**src/rtl/core/stdisp_pkg.sv**
```systemverilog
// stdisp_pkg: shared types and constants of the stream tuple dispatcher.
// Used by stdisp_cfg_regs, stdisp_mod_unit and stream_tuple_dispatcher.
`default_nettype none

package stdisp_pkg;

  // Field widths
  localparam int KEY_W    = 32;
  localparam int COPY_W   = 16;
  localparam int SEQ_W    = 32;
  localparam int GIDX_W   = 2;
  localparam int RIDX_W   = 4;
  localparam int CNT_W    = 5;
  localparam int NGRP_W   = 3;
  localparam int HW_GROUPS = 4;

  // Configuration port
  localparam int CFG_IDX_W  = 3;
  localparam int CFG_DATA_W = 5;

  // Register indexes
  localparam logic [CFG_IDX_W-1:0] REG_MODE     = 3'd0;
  localparam logic [CFG_IDX_W-1:0] REG_ACTIVE   = 3'd1;
  localparam logic [CFG_IDX_W-1:0] REG_REPLICA0 = 3'd2;
  localparam logic [CFG_IDX_W-1:0] REG_REPLICA1 = 3'd3;
  localparam logic [CFG_IDX_W-1:0] REG_REPLICA2 = 3'd4;
  localparam logic [CFG_IDX_W-1:0] REG_REPLICA3 = 3'd5;

  // Grouping modes
  localparam logic MODE_SHUFFLE = 1'b0;
  localparam logic MODE_FIELD   = 1'b1;

  // Remainder unit: bits retired per iteration and iteration count
  localparam int MOD_DIGIT_W = 4;
  localparam int MOD_STEPS   = KEY_W / MOD_DIGIT_W;
  localparam int MOD_CNT_W   = $clog2(MOD_STEPS);

  typedef logic [CNT_W-1:0] cnt_t;

  // Effective (saturated) configuration seen by the sequencer
  typedef struct packed {
    logic                       mode;
    logic [NGRP_W-1:0]          n_groups;
    cnt_t [HW_GROUPS-1:0]       cnt;
  } cfg_t;

endpackage

`default_nettype wire

```
**src/rtl/core/stdisp_cfg_regs.sv**
```systemverilog
// stdisp_cfg_regs: configuration registers with range saturation.
// Depends on stdisp_pkg.
`default_nettype none

module stdisp_cfg_regs #(
  parameter int MAX_GROUPS   = 4,
  parameter int MAX_REPLICAS = 16
) (
  input  wire logic                                clk,
  input  wire logic                                rst_n,
  input  wire logic                                cfg_we,
  input  wire logic [stdisp_pkg::CFG_IDX_W-1:0]    cfg_index,
  input  wire logic [stdisp_pkg::CFG_DATA_W-1:0]   cfg_data,
  output stdisp_pkg::cfg_t                         cfg_o
);

  localparam int GRP_LIM_I = (MAX_GROUPS < stdisp_pkg::HW_GROUPS) ?
                             MAX_GROUPS : stdisp_pkg::HW_GROUPS;
  localparam logic [stdisp_pkg::NGRP_W-1:0] GRP_LIM = stdisp_pkg::NGRP_W'(GRP_LIM_I);
  localparam int REP_CAP_I = (MAX_REPLICAS > 31) ? 31 : MAX_REPLICAS;
  localparam logic [stdisp_pkg::CNT_W-1:0] REP_CAP = stdisp_pkg::CNT_W'(REP_CAP_I);

  logic                              mode_r;
  logic [stdisp_pkg::NGRP_W-1:0]     active_r;
  stdisp_pkg::cnt_t [stdisp_pkg::HW_GROUPS-1:0] rep_r;

  always_ff @(posedge clk) begin
    if (!rst_n) begin
      mode_r   <= stdisp_pkg::MODE_SHUFFLE;
      active_r <= stdisp_pkg::NGRP_W'(1);
      for (int i = 0; i < stdisp_pkg::HW_GROUPS; i++) begin
        rep_r[i] <= stdisp_pkg::CNT_W'(1);
      end
    end else if (cfg_we) begin
      unique case (cfg_index)
        stdisp_pkg::REG_MODE:     mode_r   <= cfg_data[0];
        stdisp_pkg::REG_ACTIVE:   active_r <= cfg_data[stdisp_pkg::NGRP_W-1:0];
        stdisp_pkg::REG_REPLICA0: rep_r[0] <= cfg_data;
        stdisp_pkg::REG_REPLICA1: rep_r[1] <= cfg_data;
        stdisp_pkg::REG_REPLICA2: rep_r[2] <= cfg_data;
        stdisp_pkg::REG_REPLICA3: rep_r[3] <= cfg_data;
        default: ;  // unknown index: ignored
      endcase
    end
  end

  always_comb begin
    cfg_o.mode = mode_r;
    if (active_r == '0) begin
      cfg_o.n_groups = stdisp_pkg::NGRP_W'(1);
    end else if (active_r > GRP_LIM) begin
      cfg_o.n_groups = GRP_LIM;
    end else begin
      cfg_o.n_groups = active_r;
    end
    for (int i = 0; i < stdisp_pkg::HW_GROUPS; i++) begin
      if (rep_r[i] == '0) begin
        cfg_o.cnt[i] = stdisp_pkg::CNT_W'(1);
      end else if (rep_r[i] > REP_CAP) begin
        cfg_o.cnt[i] = REP_CAP;
      end else begin
        cfg_o.cnt[i] = rep_r[i];
      end
    end
  end

endmodule

`default_nettype wire

```
**src/rtl/core/stdisp_mod_unit.sv**
```systemverilog
// stdisp_mod_unit: iterative remainder of a 32-bit key by a 5-bit count,
// four quotient bits per cycle. Depends on stdisp_pkg.
`default_nettype none

module stdisp_mod_unit (
  input  wire logic                              clk,
  input  wire logic                              rst_n,
  input  wire logic                              start,
  input  wire logic [stdisp_pkg::KEY_W-1:0]      dividend,
  input  wire stdisp_pkg::cnt_t                  divisor,
  output logic                                   busy,
  output stdisp_pkg::cnt_t                       remainder
);

  logic                                  busy_r;
  logic [stdisp_pkg::MOD_CNT_W-1:0]      step_r;
  logic [stdisp_pkg::KEY_W-1:0]          sh_r;
  stdisp_pkg::cnt_t                      div_r;
  stdisp_pkg::cnt_t                      rem_r;
  stdisp_pkg::cnt_t                      rem_nxt;

  // Restoring remainder over the top digit of the shifter
  always_comb begin
    logic [stdisp_pkg::CNT_W:0] t;
    rem_nxt = rem_r;
    for (int b = 0; b < stdisp_pkg::MOD_DIGIT_W; b++) begin
      t = {rem_nxt, sh_r[stdisp_pkg::KEY_W-1-b]};
      if (t >= {1'b0, div_r}) begin
        t = t - {1'b0, div_r};
      end
      rem_nxt = t[stdisp_pkg::CNT_W-1:0];
    end
  end

  always_ff @(posedge clk) begin
    if (!rst_n) begin
      busy_r <= 1'b0;
      step_r <= '0;
    end else if (start) begin
      busy_r <= 1'b1;
      step_r <= '0;
    end else if (busy_r) begin
      step_r <= step_r + 1'b1;
      if (step_r == stdisp_pkg::MOD_CNT_W'(stdisp_pkg::MOD_STEPS - 1)) begin
        busy_r <= 1'b0;
      end
    end
  end

  always_ff @(posedge clk) begin
    if (start) begin
      sh_r  <= dividend;
      div_r <= divisor;
      rem_r <= '0;
    end else if (busy_r) begin
      sh_r  <= sh_r << stdisp_pkg::MOD_DIGIT_W;
      rem_r <= rem_nxt;
    end
  end

  assign busy      = busy_r;
  assign remainder = rem_r;

endmodule

`default_nettype wire

```
**src/rtl/core/stream_tuple_dispatcher.sv**
```systemverilog
// stream_tuple_dispatcher: top level with sequencer, round-robin pointers,
// sequence counter and output register.
// Depends on stdisp_pkg, stdisp_cfg_regs and stdisp_mod_unit.
//
// - Input channel (in_valid / in_stall): one tuple per transfer, carrying
//   in_key_hash and in_copy_number. in_stall is high while a tuple is being
//   fanned out.
// - Output channel (out_valid / out_stall): one routed copy per active
//   group, in ascending group order; out_last_copy marks the final copy.
// - Config port (cfg_we / cfg_index / cfg_data): write only while idle.
// - Per active group: shuffle mode loads the copy straight from the group
//   state; field mode starts the shared remainder unit, runs one pass of it
//   per 4 key bits and then loads the copy. in_stall stays high until the
//   last copy of the tuple is loaded.
// - The output register decouples the sides: the next tuple is accepted as
//   soon as the last copy is loaded, even if that copy still waits.
// - A stalled receiver freezes the sequencer at its next load; no loss.
// - Reset (rst_n low, synchronous) clears pointers, sequence counter,
//   output valid and configuration to defaults. No clearing pass.
`default_nettype none

module stream_tuple_dispatcher #(
  parameter int MAX_GROUPS   = 4,
  parameter int MAX_REPLICAS = 16
) (
  input  wire logic                               clk,
  input  wire logic                               rst_n,
  // configuration
  input  wire logic                               cfg_we,
  input  wire logic [stdisp_pkg::CFG_IDX_W-1:0]   cfg_index,
  input  wire logic [stdisp_pkg::CFG_DATA_W-1:0]  cfg_data,
  // input channel
  input  wire logic                               in_valid,
  output logic                                    in_stall,
  input  wire logic [stdisp_pkg::KEY_W-1:0]       in_key_hash,
  input  wire logic [stdisp_pkg::COPY_W-1:0]      in_copy_number,
  // result channel
  output logic                                    out_valid,
  input  wire logic                               out_stall,
  output logic [stdisp_pkg::GIDX_W-1:0]           out_group_index,
  output logic [stdisp_pkg::RIDX_W-1:0]           out_replica_index,
  output logic [stdisp_pkg::SEQ_W-1:0]            out_sequence_number,
  output logic [stdisp_pkg::COPY_W-1:0]           out_copy_out,
  output logic                                    out_last_copy
);

  // Only groups below MAX_GROUPS (capped at the hardware limit) ever get a pointer
  localparam int RR_DEPTH = (MAX_GROUPS < stdisp_pkg::HW_GROUPS) ?
                            MAX_GROUPS : stdisp_pkg::HW_GROUPS;
  localparam int RR_IW    = (RR_DEPTH > 1) ? $clog2(RR_DEPTH) : 1;

  // Sequencer states
  localparam logic [1:0] ST_IDLE  = 2'd0;
  localparam logic [1:0] ST_GROUP = 2'd1;
  localparam logic [1:0] ST_MOD   = 2'd2;

  stdisp_pkg::cfg_t cfg;

  logic [1:0]                           state_r, state_nxt;
  logic [stdisp_pkg::GIDX_W-1:0]        grp_r, grp_nxt;
  logic [stdisp_pkg::KEY_W-1:0]         key_r;
  logic [stdisp_pkg::COPY_W-1:0]        copy_r;
  logic [RR_DEPTH-1:0][stdisp_pkg::RIDX_W-1:0] rr_r;
  logic [stdisp_pkg::SEQ_W-1:0]         seq_r;

  logic                                 out_valid_r;
  logic [stdisp_pkg::GIDX_W-1:0]        out_grp_r;
  logic [stdisp_pkg::RIDX_W-1:0]        out_rep_r;
  logic [stdisp_pkg::SEQ_W-1:0]         out_seq_r;
  logic [stdisp_pkg::COPY_W-1:0]        out_copy_r;
  logic                                 out_last_r;

  logic                                 in_xfer;
  logic                                 out_free;
  logic                                 out_load;
  logic                                 is_last;
  logic                                 mod_start;
  logic                                 mod_busy;
  stdisp_pkg::cnt_t                     mod_rem;
  stdisp_pkg::cnt_t                     grp_cnt;
  logic [stdisp_pkg::RIDX_W-1:0]        rr_cur;
  logic [stdisp_pkg::RIDX_W-1:0]        rr_sel;
  logic [stdisp_pkg::RIDX_W-1:0]        rr_adv;
  logic [stdisp_pkg::CNT_W-1:0]         rr_inc;
  stdisp_pkg::cnt_t                     sel;

  stdisp_cfg_regs #(
    .MAX_GROUPS   (MAX_GROUPS),
    .MAX_REPLICAS (MAX_REPLICAS)
  ) u_cfg (
    .clk       (clk),
    .rst_n     (rst_n),
    .cfg_we    (cfg_we),
    .cfg_index (cfg_index),
    .cfg_data  (cfg_data),
    .cfg_o     (cfg)
  );

  stdisp_mod_unit u_mod (
    .clk       (clk),
    .rst_n     (rst_n),
    .start     (mod_start),
    .dividend  (key_r),
    .divisor   (grp_cnt),
    .busy      (mod_busy),
    .remainder (mod_rem)
  );

  assign in_stall = (state_r != ST_IDLE);
  assign in_xfer  = in_valid && !in_stall;
  assign out_free = !out_valid_r || !out_stall;
  assign grp_cnt  = cfg.cnt[grp_r];
  assign is_last  = ({1'b0, grp_r} + stdisp_pkg::NGRP_W'(1)) == cfg.n_groups;

  // Round-robin select: a stale pointer (count lowered) restarts at zero
  assign rr_cur = rr_r[RR_IW'(grp_r)];
  assign rr_sel = ({1'b0, rr_cur} < grp_cnt) ? rr_cur : '0;
  assign rr_inc = {1'b0, rr_sel} + stdisp_pkg::CNT_W'(1);
  assign rr_adv = (rr_inc >= grp_cnt) ? '0 : rr_inc[stdisp_pkg::RIDX_W-1:0];

  assign sel = (cfg.mode == stdisp_pkg::MODE_SHUFFLE) ? {1'b0, rr_sel} : mod_rem;

  assign mod_start = (state_r == ST_GROUP) && (cfg.mode == stdisp_pkg::MODE_FIELD);
  assign out_load  = out_free &&
                     (((state_r == ST_GROUP) && (cfg.mode == stdisp_pkg::MODE_SHUFFLE)) ||
                      ((state_r == ST_MOD) && !mod_busy));

  always_comb begin
    state_nxt = state_r;
    grp_nxt   = grp_r;
    unique case (state_r)
      ST_IDLE: begin
        if (in_xfer) begin
          state_nxt = ST_GROUP;
          grp_nxt   = '0;
        end
      end
      ST_GROUP: begin
        if (mod_start) begin
          state_nxt = ST_MOD;
        end else if (out_load) begin
          state_nxt = is_last ? ST_IDLE : ST_GROUP;
          grp_nxt   = grp_r + 1'b1;
        end
      end
      ST_MOD: begin
        if (out_load) begin
          state_nxt = is_last ? ST_IDLE : ST_GROUP;
          grp_nxt   = grp_r + 1'b1;
        end
      end
      default: begin
        state_nxt = ST_IDLE;
      end
    endcase
  end

  always_ff @(posedge clk) begin
    if (!rst_n) begin
      state_r     <= ST_IDLE;
      grp_r       <= '0;
      rr_r        <= '0;
      seq_r       <= '0;
      out_valid_r <= 1'b0;
    end else begin
      state_r <= state_nxt;
      grp_r   <= grp_nxt;
      if (out_load) begin
        out_valid_r <= 1'b1;
        seq_r       <= seq_r + 1'b1;
        if (cfg.mode == stdisp_pkg::MODE_SHUFFLE) begin
          rr_r[RR_IW'(grp_r)] <= rr_adv;
        end
      end else if (!out_stall) begin
        out_valid_r <= 1'b0;
      end
    end
  end

  // Payload registers
  always_ff @(posedge clk) begin
    if (in_xfer) begin
      key_r  <= in_key_hash;
      copy_r <= in_copy_number;
    end
    if (out_load) begin
      out_grp_r  <= grp_r;
      out_rep_r  <= sel[stdisp_pkg::RIDX_W-1:0];
      out_seq_r  <= seq_r;
      out_copy_r <= copy_r;
      out_last_r <= is_last;
    end
  end

  assign out_valid           = out_valid_r;
  assign out_group_index     = out_grp_r;
  assign out_replica_index   = out_rep_r;
  assign out_sequence_number = out_seq_r;
  assign out_copy_out        = out_copy_r;
  assign out_last_copy       = out_last_r;

  // Chosen replica is always inside the group's range
  a_sel_in_range: assert property (@(posedge clk) disable iff (!rst_n)
    out_load |-> (sel < grp_cnt))
    else $error("replica select out of range");

  // Remainder unit only runs while the sequencer waits on it
  a_mod_owner: assert property (@(posedge clk) disable iff (!rst_n)
    mod_busy |-> (state_r == ST_MOD))
    else $error("remainder unit busy outside MOD state");

  // Field mode leaves the round-robin pointers alone
  a_rr_field: assert property (@(posedge clk) disable iff (!rst_n)
    (cfg.mode == stdisp_pkg::MODE_FIELD) |=> $stable(rr_r))
    else $error("pointer moved in field mode");

  // Each routed copy consumes exactly one sequence number
  a_seq_step: assert property (@(posedge clk) disable iff (!rst_n)
    out_load |=> (seq_r == $past(seq_r) + 1'b1))
    else $error("sequence counter skipped");

  // The last copy ends the tuple
  a_last_idle: assert property (@(posedge clk) disable iff (!rst_n)
    (out_load && is_last) |=> (state_r == ST_IDLE))
    else $error("sequencer did not return to idle after last copy");

endmodule

`default_nettype wire
```
**config.mk**
```make
export PLATFORM = sky130hd
export DESIGN_NAME = stream_tuple_dispatcher
export DESIGN_NICKNAME = d
export VERILOG_FILES = /design/src/rtl/core/stdisp_pkg.sv /design/src/rtl/core/stdisp_cfg_regs.sv /design/src/rtl/core/stdisp_mod_unit.sv /design/src/rtl/core/stream_tuple_dispatcher.sv
export SDC_FILE = /design/constraint.sdc
export NUM_CORES = 1
export LEC_CHECK = 0
export ABC_AREA = 1
export BUFFER_PORTS_ARGS = -buffer_cell sky130_fd_sc_hd__buf_4
export CORE_MARGIN = 3
export CORE_UTILIZATION = 35
export DETAILED_ROUTE_END_ITERATION = 16
export SYNTH_ARGS = -nofsm -noshare
export SYNTH_HDL_FRONTEND = slang
export SYNTH_SLANG_ARGS = --single-unit
```
**constraint.sdc**
```tcl
create_clock -name clk -period 7.25 [get_ports clk]
set_input_delay 1.0875 -clock clk [delete_from_list [all_inputs] [get_ports clk]]
set_output_delay 1.0875 -clock clk [all_outputs]
set_load 0.005 [all_outputs]
```
# Yosys cells after proc, flatten, opt, wreduce, memory -nomap -nowiden

Index checks and enable logic that the tools add are counted.

Bits in registers: 226
Latch bits: 0
Bits in writable memories: 0
Bits in read-only memories: 0
Logic and storage cells: 133
Memories kept: 0

Add/subtract/negate cells: 9
$mul: 0
Div/mod/pow operators: 0
Order comparisons: 13
Equal/unequal tests: 12
Shift-type cells: 0
Muxes and demuxes: 40
Bitwise gates (word level): 2
Reductions and logical operators: 31

Operators by type and width:

| kind                                                                  | count |
|---|---|
| 5-bit 2-to-1 mux                                                      | 13 |
| 32-bit 2-to-1 mux                                                     | 2 |
| 32-bit by 1-bit adder with 32-bit output, second input constant       | 1 |
| 6-bit by 5-bit >= comparator with 1-bit output                        | 4 |
| 5-bit greater-than comparator, second input constant                  | 4 |
| 5-bit zero test                                                       | 4 |
| 4-bit 2-to-1 mux                                                      | 5 |
| 5-bit subtractor                                                      | 4 |
| 16-bit bitwise mux                                                    | 1 |
| 2-bit AND reduction                                                   | 7 |
| 2-bit 2-to-1 mux                                                      | 6 |
| 2-bit one-hot mux with 3 select lines                                 | 2 |
| 5-bit binary-select mux with 2-bit select                             | 1 |
| 3-bit equality test, second input constant                            | 3 |
| 4-bit binary-select mux with 2-bit select                             | 1 |
| 4-bit demux with 2-bit select                                         | 1 |
| 3-bit by 2-bit equality test with 1-bit output, second input constant | 2 |
| 1-bit logical AND                                                     | 6 |
| 3-bit zero test                                                       | 2 |
| 1-bit 2-to-1 mux                                                      | 6 |
| 3-bit 2-to-1 mux                                                      | 2 |
| 4-bit by 1-bit adder with 5-bit output, second input constant         | 1 |
| 5-bit >= comparator                                                   | 1 |
| 4-bit by 5-bit < comparator with 1-bit output                         | 1 |
| 20 further kinds                                                      | 27 |

# Longest topological paths before layout

Gate-level depths: netlist of the first run.

Depth in word-level cells: 11
Mapped depth: 41
Gate-level depth less buffers: 41

# Hierarchy

Synthesis of the first run repeated with hierarchy kept, for this count alone.

Cell total of the unflattened synthesis: 1162
Area, all modules: 10740.3 um2

By module, submodules not included:

| module                  | instances | cells an instance | area an instance (um2) | sequential area each (um2) |
|---|---|---|---|---|
| stream_tuple_dispatcher | 1         | 596               | 6498.7                 | 4154.0 |
| stdisp_mod_unit         | 1         | 374               | 3056.7                 | 1291.2 |
| stdisp_cfg_regs         | 1         | 192               | 1184.9                 | 480.5 |

# Least setup slack after synthesis of the first run

Ideal clock, no wire load.

Path type: register to register
Start: reg u_mod.sh_r[31] in the netlist's numbering
End: reg u_mod.rem_r[1], in the netlist u_mod.remainder[1]
Setup time: 113 ps
Arrival: 5124 ps
Setup slack: 2012 ps
Cell stages (with the launch flop): 40
Path buffers: 0
Clock period less this slack: 5238 ps
Path through: edfxtp_1 inv_1 ha_1 inv_1 fa_1 inv_1 nand2_1 nand3b_1 nand2_2 o21ai_0 inv_1 ha_1 nand2_1 inv_1 nand2_1 nor2_1 nor2_1 nand2_1 [4 not listed] ha_1 a21oi_1 o21ai_0 a21oi_1 inv_1 nor2_2 nand3_1 nand2_1 inv_1 fa_1 nand3_1 nand2_1 nand2_1 nand2_1 nor2_2 nand3_1 nand3_1 nand2_1

Word-level cells in the longest chain between the ends: 8

RTL lines:

| item                                                                                      | line                                         | text |
|---|---|---|
| start, declared                                                                           | stdisp_mod_unit.sv:17                        | `logic [stdisp_pkg::KEY_W-1:0] sh_r;` |
| start signal, assigned                                                                    | stdisp_mod_unit.sv:52                        | `sh_r <= dividend;` |
| start signal, assigned                                                                    | stdisp_mod_unit.sv:56                        | `sh_r <= sh_r << stdisp_pkg::MOD_DIGIT_W;` |
| 5-bit subtractor / 6-bit by 5-bit >= comparator with 1-bit output (equally long branches) | stdisp_mod_unit.sv:29, stdisp_mod_unit.sv:28 |  |
| 5-bit 2-to-1 mux (*)                                                                      | stdisp_mod_unit.sv:28                        | `if (t >= {1'b0, div_r}) begin` |
| 5-bit subtractor / 6-bit by 5-bit >= comparator with 1-bit output (equally long branches) | stdisp_mod_unit.sv:29, stdisp_mod_unit.sv:28 |  |
| 5-bit 2-to-1 mux (*)                                                                      | stdisp_mod_unit.sv:28                        |  |
| 5-bit subtractor / 6-bit by 5-bit >= comparator with 1-bit output (equally long branches) | stdisp_mod_unit.sv:29, stdisp_mod_unit.sv:28 |  |
| 5-bit 2-to-1 mux (*)                                                                      | stdisp_mod_unit.sv:28                        |  |
| 6-bit by 5-bit >= comparator with 1-bit output / 5-bit subtractor (equally long branches) | stdisp_mod_unit.sv:28, stdisp_mod_unit.sv:29 |  |
| 5-bit 2-to-1 mux (*)                                                                      | stdisp_mod_unit.sv:28                        |  |
| end signal, assigned                                                                      | stdisp_mod_unit.sv:57                        | `rem_r <= rem_nxt;` |
| end, declared                                                                             | stdisp_mod_unit.sv:19                        | `stdisp_pkg::cnt_t rem_r;` |

Every way passes the cells marked *; elsewhere a longest branch is shown, timed or not.
A chain may end at the register's enable or synchronous reset.

# Worst setup path after layout of the first run

Start: reg u_mod.div_r[0]
End: reg u_mod.rem_r[3], in the netlist u_mod.remainder[3]

Word-level cells in the longest chain between the ends: 8

RTL lines:

| item                                                                                      | line                                         | text |
|---|---|---|
| start, declared                                                                           | stdisp_mod_unit.sv:18                        | `stdisp_pkg::cnt_t div_r;` |
| start signal, assigned                                                                    | stdisp_mod_unit.sv:53                        | `div_r <= divisor;` |
| 5-bit subtractor / 6-bit by 5-bit >= comparator with 1-bit output (equally long branches) | stdisp_mod_unit.sv:29, stdisp_mod_unit.sv:28 |  |
| 5-bit 2-to-1 mux                                                                          | stdisp_mod_unit.sv:28                        |  |
| 5-bit subtractor / 6-bit by 5-bit >= comparator with 1-bit output (equally long branches) | stdisp_mod_unit.sv:29, stdisp_mod_unit.sv:28 |  |
| 5-bit 2-to-1 mux                                                                          | stdisp_mod_unit.sv:28                        |  |
| 5-bit subtractor / 6-bit by 5-bit >= comparator with 1-bit output (equally long branches) | stdisp_mod_unit.sv:29, stdisp_mod_unit.sv:28 |  |
| 5-bit 2-to-1 mux                                                                          | stdisp_mod_unit.sv:28                        |  |
| 5-bit subtractor / 6-bit by 5-bit >= comparator with 1-bit output (equally long branches) | stdisp_mod_unit.sv:29, stdisp_mod_unit.sv:28 |  |
| 5-bit 2-to-1 mux (*)                                                                      | stdisp_mod_unit.sv:28                        |  |

Marks and branches as above.

==> metrics, run 1 <==
PostCTS Resize Cnt 0; initial antenna violation count 0; area of the mapped netlist 0.0103 mm2; async set or reset register ratio after synthesis 0%; worst vdd ir 0.271 mV; boundary pin count 118; full die area 0.0314 mm2; worst slew pin tran 1040 ps; Core Rows 62; share of cells above drive strength 1 16.6%; CTS tree done; Syn. warnings 0; via count 7406; GR Util All Layers 13.9%; WL final 21.9 mm; RSZ-0062 raised after global routing false; Hold Crit Class reg -> reg; GRT overflow 0; area delta synth->final 20.0%; fin crit share 81.0%; critical path class reg -> reg; CTS Hold Bufs 0; global-route track usage on met2 22.8%; initial core utilization 35.6%; top-area cell type share of the netlist area 41.0%; Synth area leader edfxtp_1; Root Driver clkbuf_16; synthesized netlist net count 1168; die outline height 177 um; Post-synth EDFFs 140; slowest CP cell fa_1; Synth Flop Type edfxtp_1; # DRC 0; Setup Fix Bufs, Post-CTS 0; Yosys cell types 47; largest net degree at the start of global routing 65; Die Wd 177 um; final core utilization 42.8%; first-pass GRT wire length 35.8 mm; hold_ws 417 ps; ANT nets after route 0; Mean Syn Cell Area 9.65 um2; Max-slew headroom 30.9%; gpl congestion 0.872; GR peak layer met2; slowest stage delay, CP 440 ps; CTS Buffer Depth 3; Yosys reg bits 226; final setup violation count 0; Critical Path Source Type flop; worst endpoint required time 7690 ps; Setup crit end kind flop; synth top area cells edfxtp_1 41%, dfxtp_1 17%, nand2_1 9.3%; # diodes 0; Clock transition at path regs 60 ps; Lkg Pwr 5.05 nW; dpl hpwl 15.2 mm; FILL cells 2780; Worst Skew 12.5 ps; Initial DRC Count 534; max frequency 170 MHz; core area 0.0288 mm2; post-layout min period 5870 ps; CTS Buf Count 24; Via density 4.65; drt pass-1 iters 5; critical path arrival 6320 ps; vias in the first global route 7142; sequential share of the synthesized area 57.8%; Post-synth top cells 253 x nand2_1, 140 x edfxtp_1, 136 x inv_1, 86 x dfxtp_1, 79 x a21oi_1; Skew-Pair Late Insertion Delay 510 ps; outcome completed; fin nets 1296; Max Slew Vio Count 0; final hold viol count 0; Port-buffer cells 117; H-tree depth 1; cell with the most instances after synthesis nand2_1; routed len/inst 13.7 um; met1 Use GR 18.8%; count of clock tree sinks 226; Power Density 389 mW/mm2; max-capacitance violation count 0; Max FO, Critical Path 6; most frequent CP cell nand2_1; synthesized netlist cell count 1063; routing usage on met3 2.64%; total negative slack 0 ps
## worst max-delay path, delay by kind of cell (launching register included)
| family | cells | cell delay, ps |
|---|---|---|
| AOI/OAI and AO/OA | 4 | 880 |
| adders and majority gates | 5 | 1730 |
| buffers and inverters | 8 | 550 |
| DFF | 1 | 420 |
| and+or+nand+nor | 22 | 2250 |
## routing by layer
metal	part of all wire (%)	vias to the layer above
met5	0	-
met4	2.4	0
met1	46	3385
li1	-	3822
met3	5.1	42
met2	47	157
## metrics by stage
| step | instance area (um2) | cells | setup WS [ps] | total power, W |
|---|---|---|---|---|
| 2_1_floorplan | 10300 | 1063 | 2010 | 0.00320 |
| 3_3_place_gp | 11600 | 1549 | 1600 | 0.00361 |
| 3_5_place_dp | 11600 | 1549 | 1440 | 0.00363 |
| 4_1_cts | 12300 | 1593 | 1400 | 0.00483 |
| 5_1_grt | 12300 | 1593 | 645 | 0.00517 |
| 6_report | 12300 | 1593 | 1380 | 0.00478 |
## cell usage in the layout, fill, tap and decap left out, types with 7 or more instances in the layout
master / Yosys / layout
nor2_1: 65 / 65
inv_1: 136 / 135
nand2_1: 253 / 253
nand4_1: 11 / 11
a21oi_1: 79 / 79
nor3_1: 18 / 18
clkbuf_1: 14 / 7
o21ai_0: 70 / 70
ha_1: 40 / 40
xor2_1: 8 / 8
edfxtp_1: 140 / 140
nand3_1: 49 / 49
clkbuf_16: 0 / 25
buf_4: 0 / 120
dfxtp_1: 86 / 86
xnor2_1: 7 / 7
## sequential cells by signal, indices dropped and copies added (netlist names), 16 cells and up
name and count:
copy_r 16, out_sequence_number 32, rr_r 16, key_r 32, u_cfg.rep_r 20, seq_r 32
u_mod.sh_r 32, out_copy_out 16
## power breakdown
part,internal [W],switching [W],total [W]
clock,0.000678,0.000483,0.00116
sequential,0.00146,0.0000492,0.00151
combinational,0.000802,0.00131,0.00211
total,0.00294,0.00184,0.00478
## kinds of logic after synthesis
group                    Yosys count  share of synthesized area (%)
AND/OR/NAND/NOR                  443                           20.0
flip-flops                       226                           57.8
AO/OA/AOI/OAI                    175                           9.14
buffers and inverters            160                           6.09
adder cells (fa/ha/maj)           44                           5.66
XOR/XNOR                          15                           1.28
## final timing paths
kind	startpoint	endpoint	slack [ps]	cells past startpoint
worst min register to register	copy_r[6]	out_copy_out[6]	420	0
worst max register to register	u_mod.div_r[0]	u_mod.remainder[3]	1380	39
worst min-delay path	copy_r[6]	out_copy_out[6]	420	0
worst max-delay path	u_mod.div_r[0]	u_mod.remainder[3]	1380	39
## area by class of cell
cell class,instances,area [um2],share of cell area [%]
flip-flops and latches,226,5930,48.2
repair buffers,120,901,7.32
multi-input cells,677,3700,30.1
well taps,384,480,3.90
clock inverters,11,86.3,0.702
clock buffers,33,666,5.41
inverters,142,541,4.39
No activity file was read; power rests on OpenSTA's default activity.
==> run 2: changes to the inputs <==
Clock period 7.25 ns to 5.8 ns, I/O delays scaled along.
==> metrics, run 2 (synthesized netlist as in run 1, its figures left out) <==
Core Rows 62 (unchanged); max-capacitance violation count 0 (unchanged); GR Util All Layers 13.8% (-0.094 points); max frequency 187 MHz (+10%); via count 7429 (+0.31%); sequential share of power 29.0% (-2.6 points); die outline height 177 um (unchanged); Max-slew headroom 31.0% (+0.12 points); slowest CP cell edfxtp_1; reported net switching power 0.00249 W (+35%); Skew-Pair Late Insertion Delay 520 ps (about the same); Reg2Reg Depth 39 (unchanged); area delta synth->final 22.1%; # DRC 0 (unchanged); worst slew pin tran 1030 ps (-1.78 ps); Pint 0.00400 W (+36%); reg-to-reg endpoint u_mod.remainder[1]; FF-to-FF setup slack 460 ps (-920 ps); count of clock tree sinks 226 (unchanged); commonest non-fill, non-tap cells in the layout 251 x nand2_1, 140 x edfxtp_1, 135 x inv_1; final hold viol count 0 (unchanged); switch share 38.4% (-0.15 points); most frequent CP cell nand2_1; worst vdd ir 0.400 mV (+48%); clock group share of total power 23.8% (-0.5 points); fin nets 1302 (+0.46%); CTS tree done; Worst Skew 25.2 ps (+12.7 ps); most common cell after layout, fill and taps aside nand2_1; # diodes 0 (unchanged); outcome completed; fin crit share 92.0% (+11 points); initial antenna violation count 0 (unchanged); dpl hpwl 15.3 mm (+0.29%); Hold Path Stages 0 (unchanged); Root Driver clkbuf_16; Hold Crit Class reg -> reg; full die area 0.0314 mm2 (unchanged); Via density 4.64 (-0.13%); r2r startpoint u_mod.sh_r[31]; CTS Buf Count 25 (+4.2%); H-tree depth 1 (unchanged); Initial DRC Count 423 (-21%); Critical Path Source Type flop; first-pass GRT wire length 35.6 mm (-0.75%); gpl congestion 0.862 (-1.1%); hold wc startpoint copy_r[6]; boundary pin count 118 (unchanged); core area 0.0288 mm2 (unchanged); largest net degree at the start of global routing 65 (unchanged); initial core utilization 35.6% (unchanged); Final Power 0.00649 W (+36%); final setup violation count 0 (unchanged); slowest stage delay, CP 430 ps (about the same); critical path class reg -> reg; GRT overflow 0 (unchanged); combinational share of power 47.1% (+2.9 points); routed len/inst 13.9 um (+1.2%); CTS Buffer Depth 3 (unchanged); Die Wd 177 um (unchanged); WL final 22.2 mm (+1.7%); Setup crit end kind flop; Port-buffer cells 117 (unchanged); vias in the first global route 7142 (unchanged); Lkg Pwr 5.13 nW (+1.4%); Min-Delay Endpoint out_copy_out[6]; Max FO, Critical Path 5 (-1); FILL cells 2762 (-0.65%); drt pass-1 iters 5 (unchanged); share of cells above drive strength 1 18.4% (+1.8 points); ANT nets after route 0 (unchanged); total negative slack 0 ps (unchanged); Clock transition at path regs 60 ps (about the same); post-layout min period 5340 ps (-533 ps); Max Slew Vio Count 0 (unchanged); worst endpoint required time 6240 ps (-1450 ps); Power Density 519 mW/mm2 (+33%); critical path arrival 5780 ps (-540 ps)
## run 2: final cells by class
class | instances | area, um2 | share of cell area [%]
timing repair buffer | 125 | 938 | 7.49
tap | 384 | 480 | 3.84
inverter | 142 | 541 | 4.32
sequential | 226 | 5930 | 47.3
clock buffer | 39 | 718 | 5.74
multi-input combinational | 677 | 3830 | 30.6
clock inverter | 7 | 91.3 | 0.729
## run 2: metrics by stage
| stage | setup WS, ps | instance area (um2) | hold slack [ps] | utilization [%] | cells |
|---|---|---|---|---|---|
| after floorplan | 562 | 10300 | 400 | - | 1063 |
| after global placement | 288 | 11600 | 400 | 40.2 | 1551 |
| after detailed placement | 137 | 11600 | 405 | 40.2 | 1551 |
| after CTS | 102 | 12400 | 419 | 43.0 | 1597 |
| after global routing | -53.3 | 12500 | 422 | 43.5 | 1600 |
| final | 461 | 12500 | 417 | 43.5 | 1600 |
## run 2: critical path: cells and delay by family, from the launching register on
kind            cells  cell delay, ps
compound gates      3             460
fa+ha+maj           5            1540
buf+inv            10             850
flops               1             430
simple gates       21            1970
## run 2: timing repair
action | CTS | global route
setup buffers | 0 | 3
gates resized for setup | 0 | 24
setup endpoints to repair | 0 | 5
hold buffers | 0 | 0
## run 2: power groups by stage
stage,clock network [W],registers (W),logic [W]
after floorplan,0,0.00190,0.00210
after global placement,0,0.00192,0.00260
after detailed placement,0,0.00192,0.00266
after CTS,0.00160,0.00188,0.00268
after global routing,0.00165,0.00190,0.00346
final,0.00155,0.00188,0.00306
## run 2: worst max path at each step
stage / from / end
3_3_place_gp: u_mod.div_r[0] / u_mod.remainder[3]
5_1_grt: u_mod.sh_r[31] / u_mod.remainder[2]
3_5_place_dp: u_mod.div_r[0] / u_mod.remainder[3]
4_1_cts: u_mod.div_r[0] / u_mod.remainder[3]
2_1_floorplan: u_mod.sh_r[31] / u_mod.remainder[1]
6_report: u_mod.sh_r[31] / u_mod.remainder[1]
## run 2: per-layer routing
metal	global-route usage, %	vias up	share of wire [%]
li1	-	3831	-
met1	18.3	3438	46
met2	23.2	122	47
met3	2.55	38	4.3
met4	4.16	0	2.5
met5	0	-	0
